**src/wlnr_pkg.sv**
```systemverilog
// ----------------------------------------------------------------------------
// wlnr_pkg
// Widths, control word layout and status flags shared by the sequencer and
// the datapath of the windowed longest non-decreasing run search.
// ----------------------------------------------------------------------------
package wlnr_pkg;

    localparam int MAX_ITEMS_DEF = 512;

    localparam int VALUE_W  = 32;
    localparam int WLEN_W   = 10;
    localparam int BLEN_W   = 11;
    localparam int WSTART_W = 10;
    localparam int WEND_W   = 11;
    localparam int OTDATA_W = BLEN_W + WSTART_W + WEND_W;

    localparam logic [WLEN_W-1:0] WLEN_RST = WLEN_W'(1);

    localparam int PC_W = 5;

    typedef enum logic [3:0] {
        OP_LOAD,
        OP_NOP,
        OP_INIT,
        OP_LBEG,
        OP_I_INC,
        OP_RD_I,
        OP_LATCH,
        OP_J_INC,
        OP_RD_J,
        OP_J_CMP,
        OP_I_WR,
        OP_L_END,
        OP_EMIT
    } t_op;

    typedef enum logic [3:0] {
        C_NEVER,
        C_ALWAYS,
        C_NO_START,
        C_LEFT_DONE,
        C_I_DONE,
        C_I_OUT,
        C_J_DONE,
        C_J_OUT,
        C_OUT_BUSY
    } t_cond;

    typedef struct packed {
        t_op              op;
        t_cond            cond;
        logic [PC_W-1:0]  target;
    } t_ctrl;

    typedef struct packed {
        logic start;
        logic left_done;
        logic i_done;
        logic i_out;
        logic j_done;
        logic j_out;
        logic out_busy;
    } t_flags;

endpackage

```
**src/wlnr_seq.sv**
```systemverilog
// ----------------------------------------------------------------------------
// wlnr_seq
// Microcode sequencer: a step counter walks a read-only program, each word
// issues one datapath operation and an optional conditional jump.
// ----------------------------------------------------------------------------
module wlnr_seq (
    input  logic              i_clk,
    input  logic              i_rst_n,
    input  wlnr_pkg::t_flags  i_flags,
    output wlnr_pkg::t_ctrl   o_ctrl
);

    localparam int PW = wlnr_pkg::PC_W;

    localparam logic [PW-1:0] S_IDLE  = PW'(0);
    localparam logic [PW-1:0] S_INIT  = PW'(1);
    localparam logic [PW-1:0] S_LCHK  = PW'(2);
    localparam logic [PW-1:0] S_LBEG  = PW'(3);
    localparam logic [PW-1:0] S_ICHK  = PW'(4);
    localparam logic [PW-1:0] S_IWIN  = PW'(5);
    localparam logic [PW-1:0] S_ISKIP = PW'(6);
    localparam logic [PW-1:0] S_IRD   = PW'(7);
    localparam logic [PW-1:0] S_ILAT  = PW'(8);
    localparam logic [PW-1:0] S_JCHK  = PW'(9);
    localparam logic [PW-1:0] S_JWIN  = PW'(10);
    localparam logic [PW-1:0] S_JSKIP = PW'(11);
    localparam logic [PW-1:0] S_JRD   = PW'(12);
    localparam logic [PW-1:0] S_JCMP  = PW'(13);
    localparam logic [PW-1:0] S_IWR   = PW'(14);
    localparam logic [PW-1:0] S_LEND  = PW'(15);
    localparam logic [PW-1:0] S_WAIT  = PW'(16);
    localparam logic [PW-1:0] S_EMIT  = PW'(17);

    function automatic wlnr_pkg::t_ctrl f_word(input logic [PW-1:0] pc);
        wlnr_pkg::t_ctrl w;
        case (pc)
            S_IDLE:  w = '{wlnr_pkg::OP_LOAD,  wlnr_pkg::C_NO_START,  S_IDLE};
            S_INIT:  w = '{wlnr_pkg::OP_INIT,  wlnr_pkg::C_NEVER,     S_IDLE};
            S_LCHK:  w = '{wlnr_pkg::OP_NOP,   wlnr_pkg::C_LEFT_DONE, S_WAIT};
            S_LBEG:  w = '{wlnr_pkg::OP_LBEG,  wlnr_pkg::C_NEVER,     S_IDLE};
            S_ICHK:  w = '{wlnr_pkg::OP_NOP,   wlnr_pkg::C_I_DONE,    S_LEND};
            S_IWIN:  w = '{wlnr_pkg::OP_NOP,   wlnr_pkg::C_I_OUT,     S_IRD};
            S_ISKIP: w = '{wlnr_pkg::OP_I_INC, wlnr_pkg::C_ALWAYS,    S_ICHK};
            S_IRD:   w = '{wlnr_pkg::OP_RD_I,  wlnr_pkg::C_NEVER,     S_IDLE};
            S_ILAT:  w = '{wlnr_pkg::OP_LATCH, wlnr_pkg::C_NEVER,     S_IDLE};
            S_JCHK:  w = '{wlnr_pkg::OP_NOP,   wlnr_pkg::C_J_DONE,    S_IWR};
            S_JWIN:  w = '{wlnr_pkg::OP_NOP,   wlnr_pkg::C_J_OUT,     S_JRD};
            S_JSKIP: w = '{wlnr_pkg::OP_J_INC, wlnr_pkg::C_ALWAYS,    S_JCHK};
            S_JRD:   w = '{wlnr_pkg::OP_RD_J,  wlnr_pkg::C_NEVER,     S_IDLE};
            S_JCMP:  w = '{wlnr_pkg::OP_J_CMP, wlnr_pkg::C_ALWAYS,    S_JCHK};
            S_IWR:   w = '{wlnr_pkg::OP_I_WR,  wlnr_pkg::C_ALWAYS,    S_ICHK};
            S_LEND:  w = '{wlnr_pkg::OP_L_END, wlnr_pkg::C_ALWAYS,    S_LCHK};
            S_WAIT:  w = '{wlnr_pkg::OP_NOP,   wlnr_pkg::C_OUT_BUSY,  S_WAIT};
            S_EMIT:  w = '{wlnr_pkg::OP_EMIT,  wlnr_pkg::C_ALWAYS,    S_IDLE};
            default: w = '{wlnr_pkg::OP_NOP,   wlnr_pkg::C_ALWAYS,    S_IDLE};
        endcase
        return w;
    endfunction

    logic [PW-1:0]   r_pc;
    logic [PW-1:0]   n_pc;
    wlnr_pkg::t_ctrl w_ctrl;
    logic            w_take;

    always_comb begin
        w_ctrl = f_word(r_pc);
        case (w_ctrl.cond)
            wlnr_pkg::C_NEVER:     w_take = 1'b0;
            wlnr_pkg::C_ALWAYS:    w_take = 1'b1;
            wlnr_pkg::C_NO_START:  w_take = !i_flags.start;
            wlnr_pkg::C_LEFT_DONE: w_take = i_flags.left_done;
            wlnr_pkg::C_I_DONE:    w_take = i_flags.i_done;
            wlnr_pkg::C_I_OUT:     w_take = i_flags.i_out;
            wlnr_pkg::C_J_DONE:    w_take = i_flags.j_done;
            wlnr_pkg::C_J_OUT:     w_take = i_flags.j_out;
            wlnr_pkg::C_OUT_BUSY:  w_take = i_flags.out_busy;
            default:               w_take = 1'b0;
        endcase
        n_pc = w_take ? w_ctrl.target : r_pc + PW'(1);
    end

    always_ff @(posedge i_clk) begin
        if (!i_rst_n) begin
            r_pc <= S_IDLE;
        end else begin
            r_pc <= n_pc;
        end
    end

    assign o_ctrl = w_ctrl;

endmodule

```
**config.mk**
```make
export PLATFORM = sky130hd
export DESIGN_NAME = wlnr_seq
export DESIGN_NICKNAME = d
export VERILOG_FILES = /design/src/wlnr_pkg.sv /design/src/wlnr_seq.sv
export SDC_FILE = /design/constraint.sdc
export NUM_CORES = 1
export LEC_CHECK = 0
export ABC_CLOCK_PERIOD_IN_PS = 2300
export BUFFER_PORTS_ARGS = -buffer_cell sky130_fd_sc_hd__buf_2
export CAP_MARGIN = 25
export CORE_MARGIN = 8
export CORE_UTILIZATION = 48
export DETAILED_ROUTE_END_ITERATION = 6
export GPL_TIMING_DRIVEN = 0
export PLACE_DENSITY_LB_ADDON = 0.25
export SYNTH_ARGS = -nofsm -noshare
export SYNTH_HDL_FRONTEND = slang
export SYNTH_SLANG_ARGS = --single-unit
export TNS_END_PERCENT = 50
```
**constraint.sdc**
```tcl
create_clock -name i_clk -period 2.3 [get_ports i_clk]
set_input_delay 0.23 -clock i_clk [delete_from_list [all_inputs] [get_ports i_clk]]
set_output_delay 0.23 -clock i_clk [all_outputs]
set_load 0.1 [all_outputs]
```
# Yosys cells after proc, flatten, opt, wreduce, memory -nomap -nowiden
# Memory sizes are Yosys's and may differ from the RTL's. A register that Yosys moved wholly into a read port is not among the register bits.
# Cells that the tools add are included.
[word_totals]
reg_bits = 5
latchBits = 0
ramBits = 0
romBits = 416
input_bits = 9
word_cells = 15
mem_count = 1
[mem_list]
columns = ["memory", "depth", "width", "rd", "rd_ports_with_merged_regs", "wr", "line_no", "rtl"]
rows = [
  ["(no name shown)", 32, 13, 1, 1, 0, "wlnr_seq.sv:36", "case (pc)"],
]
[classes]
add_sub_neg = 1
mul = 0
div_mod_pow = 0
magnitude_cmp = 0
eq_ne = 8
n_shift = 0
n_mux = 3
bitwise = 0
reduce_logical = 1
[ops]
columns = ["operator", "n"]
rows = [
  ["$eq 4x3->1 const B", 4],
  ["$mux 5", 2],
  ["$eq 4x2->1 const B", 2],
  ["$pmux 1 s8", 1],
  ["$add 5x1->5 const B", 1],
  ["$eq 4x1->1 const B", 1],
  ["$eq 4x4->1 const B", 1],
  ["$logic_not 1->1", 1],
]

# Depth between registers and ports, before layout
[logic_depth]
ltp_word = 4
mapped_depth = 11

# Worst setup path after synthesis
# OpenSTA, ideal clock, no wires.
[synth_timing]
path_type = "register to register"
start = "register, netlist name o_ctrl[7]"
end = "register, netlist name o_ctrl[1]"
setup_time_ns = 0.128
arrival_ns = 2.960
required_time_ns = 2.172
slack_ns = -0.788
stages_incl_launch_ff = 12
path_buffers = 1
synth_period_minus_slack_ns = 3.088
path_cell_list = "dfxtp_1 -> mux2i_1 -> a2111oi_2 -> a31o_1 -> buf_6 -> mux2i_1 -> nand2_1 -> inv_1 -> ha_1 -> mux2_1 -> a21oi_1 -> nor2_1"
[synth_via]
elab_chain_cells = 4
elab_cells_between_ends = 11
classes_between = "eq/ne: 8; mux: 3"
[synth_rtl]
columns = ["item", "line_no", "rtl"]
rows = [
  ["$eq 4x4->1 (tied with other cells)", "wlnr_seq.sv:67", "case (w_ctrl.cond)"],
  ["$pmux 1 s8 (*)", "wlnr_seq.sv:67", ""],
  ["$mux 5 (*)", "wlnr_seq.sv:79", "n_pc = w_take ? w_ctrl.target : r_pc + PW'(1);"],
  ["$mux 5 (no line) (*)", "n/a", ""],
]
# Every way passes the cells marked *; elsewhere a longest branch is shown, timed or not.
# A chain may end at the register's enable or synchronous reset.

# Worst setup path in the final report
[layout_timing]
start = "register, netlist name o_ctrl[7]"
end = "register, netlist name o_ctrl[11]"
[layout_via]
elab_chain_cells = 4
elab_cells_between_ends = 11
classes_between = "eq/ne: 8; mux: 3"
[layout_rtl]
columns = ["item", "line_no"]
rows = [
  ["$eq 4x4->1 (tied with other cells)", "wlnr_seq.sv:67"],
  ["$pmux 1 s8 (*)", "wlnr_seq.sv:67"],
  ["$mux 5 (*)", "wlnr_seq.sv:79"],
  ["$mux 5 (no line) (*)", "n/a"],
]
# Marks and branches as above.

==> run_results.csv <==
group,metric,value,unit
pwr,powerDensity,1160,mW/mm^2
pwr,p_int,0.871,mW
grt,grt_max_degree,11,
cts,cts_sinks,18,
cts,insertion_delay,0.29,ns
place,io_buffers,21,
grt,grt_pass1_vias,1032,
sta,max_slew_margin,0.677,
pwr,p_sw_frac,0.504,
sta,setup_viol,9,
setup_path,cp_data_arrival_time,2.62,ns
setup_path,r2r_start,"o_ctrl[7]",
synth,synth_largest_area_cell,"dfxtp_1",
routing,dr.first_iter.drc_count,40,
synth,synthCells,136,
routing,postRouteAntennaNets,0,
routing,routed_wl,2.91,mm
run,maxCapViolCount,0,
finish,areaGrowthSynthToFinish,33.6,%
routing,num_vias,1127,
sta,maxSlewViolCount,0,
synth,synth_compound_area_frac,0.205,
setup_path,critPathRequiredTime,2.49,ns
die,start_util,0.508,
setup_path,path_max_fanout,8,
sta,period_share,1.06,
die,die_w,64.6,um
synth,syn_avg_cell_area,8.34,um^2
grt,grt_pass1_wl,4.46,mm
finish,layout-drive-gt1-share,0.407,
place,globalplace.congestion,0.928,
sta,setup_ws,-0.128,ns
finish,fillers,187,
synth,ys_types,39,
place,dp_cells,185,
cts,cts_inserted_buffers,3,
cts,cts_hold_buf,0,
pwr,leakagePower,0.658,nW
pwr,power.switching,0.884,mW
outcome,outcome,"complete, but fails checks",
grt,gr-total-overflow,0,
pwr,power,1.75,mW
synth,synth_edf_count,0,
finish,nets,190,
synth,synth_top_area_share,0.318,
die,core.rowCount,17,
pwr,sequentialPowerShare,0.250,
cts,clkTransAtPathRegs,0.09,ns
sta,max_freq,412,MHz
synth,synth_xor_area_frac,0.0232,
sta,holdWs,0.474,ns
sta,min_period,2.43,ns
synth,synth-seq-area-share,0.318,
die,core,0.00223,mm^2
die,die_area,0.00417,mm^2
routing,wl_per_cell,14.6,um
place,dp_hpwl,2.13,mm
grt,gr-usage-all-layers,0.130,
worst_hold_path,hold_class,"in2reg",
setup_path,end_kind,"register",
routing,post-route-drc-count,0,
synth,synth-seq-cells,18,
cts,cts_root_buffer,"clkbuf_4",
synth,syn-num-nets,153,
pwr,pwr-share-clk,0.088,
sta,tns,-0.735,ns
synth,ys.flop_type,"dfxtp_1",
synth,syn_area,0.00113,mm^2
cts,cts_tree,"built",
sta,rsz0062_at_grt,"yes",
grt,antenna_found_initial,0,
synth,post_synth_mux_area_share,0.114,
synth,synthAdderAreaFrac,0.0883,
die,die_h,64.6,um
pwr,ir_drop,0.710,mV
cts,cts_buffer_depth,2,
synth,synth-simple-area-share,0.196,
synth,synth_top_family_by_area,"compound AO/OA/AOI/OAI gates",
synth,ys_top_cells_by_area,"dfxtp_1 32%, ha_1 8.8%, a21oi_1 4.9%",
setup_path,crit_type,"reg2reg",
cts,cts_max_level,1,
synth,async_flop_share,0,
routing,drt_pass1_iterations,4,
sta,worst_pin_slew,0.488,ns
setup_path,crit_path_start,"o_ctrl[7]",
finish,instances_no_fill,200,
pwr,combPwrFrac,0.662,
finish,n_antenna_cell,0,
outcome,violations,"setup timing",
routing,viasPerCell,5.64,
sta,fin_skew,0.00381,ns
worst_hold_path,min_from,"i_rst_n",
setup_path,start_kind,"register",
die,io-pin-count,22,
synth,ys.warnings.count,0,
sta,hold_viol,0,
-- metal layers --
metal	GRT usage	vias up	wire length, um
li1	-	560	-
met1	0.141	526	1170
met2	0.245	37	1490
met3	0.0326	4	232
met4	0.0327	0	27
met5	0	-	0
-- state kept, by name (all words and copies together), names as in the netlist --
register and count:
r_pc 5, o_ctrl 13
-- critical path, cell delays in order (launching register included) --
cell and delay [ns]:
dfxtp_4 0.37, nor2b_1 0.13, o21ai_0 0.36, a31o_1 0.22, buf_6 0.13, mux2i_1 0.21
nand2_2 0.18, ha_4 0.36, inv_2 0.05, a22o_1 0.18, nand3_1 0.08, nand2_1 0.06
-- power groups by stage --
| stage | Sequential, mW | Combinational, mW | Clock [mW] |
|---|---|---|---|
| after CTS | 0.439 | 1.02 | 0.157 |
| after global placement | 0.439 | 0.953 | 0 |
| after detailed placement | 0.442 | 0.954 | 0 |
| final | 0.439 | 1.16 | 0.154 |
| after global routing | 0.449 | 1.22 | 0.164 |
| after floorplan | 0.760 | 0.474 | 0 |
-- path summary, 6_finish.rpt --
| check | endpoint | slack, ns | depth (start not counted) |
|---|---|---|---|
| max | o_ctrl[11] | -0.13 | 11 |
| min | o_ctrl[6] | 0.47 | 4 |
| max reg2reg | o_ctrl[11] | -0.13 | 11 |
| min reg2reg | r_pc[1] | 0.59 | 2 |
-- cell usage after synthesis (2+ instances only) --
master,number
o21ai_1,4
nand2_1,14
nor3_1,3
a211oi_1,2
nor2_1,13
a21oi_1,11
a22oi_1,2
clkbuf_1,2
o21ai_0,4
xnor2_1,2
nand3_1,7
dfxtp_1,18
ha_1,8
or3_1,3
a2111oi_2,2
nor3b_1,2
mux2_2,2
mux2i_1,5
nand2b_1,2
a31oi_1,3
inv_1,7
mux2_4,3
-- cells in the final DEF, fill, tap and decap left out, types with 3 or more instances in the layout --
cell type and count:
a21oi_1 9, buf_2 21, buf_4 12, clkbuf_4 3
dfxtp_1 14, ha_1 4, ha_4 3, inv_1 4
inv_4 3, mux2_4 3, mux2i_1 4, nand2_1 12
nand3_1 6, nor2_1 13, nor3_1 3, o21ai_0 4
or3_1 3
-- final cells by class --
type	instances	area [um^2]	share of cell area
tap	28	35.0	0.0231
clock buffer	3	22.5	0.0149
timing repair buffer	32	188	0.124
buffer	4	27.5	0.0182
clock inverter	1	3.75	0.00248
multi-input combinational	105	826	0.545
inverter	9	41.3	0.0273
sequential	18	370	0.245
-- stage by stage --
step,utilization,area [um^2],setup slack (ns)
after floorplan,-,1190,-0.145
after global placement,0.596,1330,-0.250
after detailed placement,0.596,1330,-0.305
after CTS,0.634,1420,-0.164
after global routing,0.678,1510,-0.249
final,0.678,1510,-0.128
-- logic make-up (layout without fill, tap and decap cells) --
logic type                 Yosys count  in the layout
and+or+nand+nor                     48             48
adders and majority gates            8              8
AOI/OAI and AO/OA                   35             35
muxes                               11             11
xor gates and xnor gates             3              3
buffers and inverters               13             49
DFF                                 18             18
-- what timing repair did --
item | in CTS | in global routing
gates cloned | 0 | 0
pin swaps | 2 | 4
resized for setup | 6 | 9
setup endpoints to repair | 12 | 13
setup buffers | 3 | 8
(Power assumes the default switching activity.)
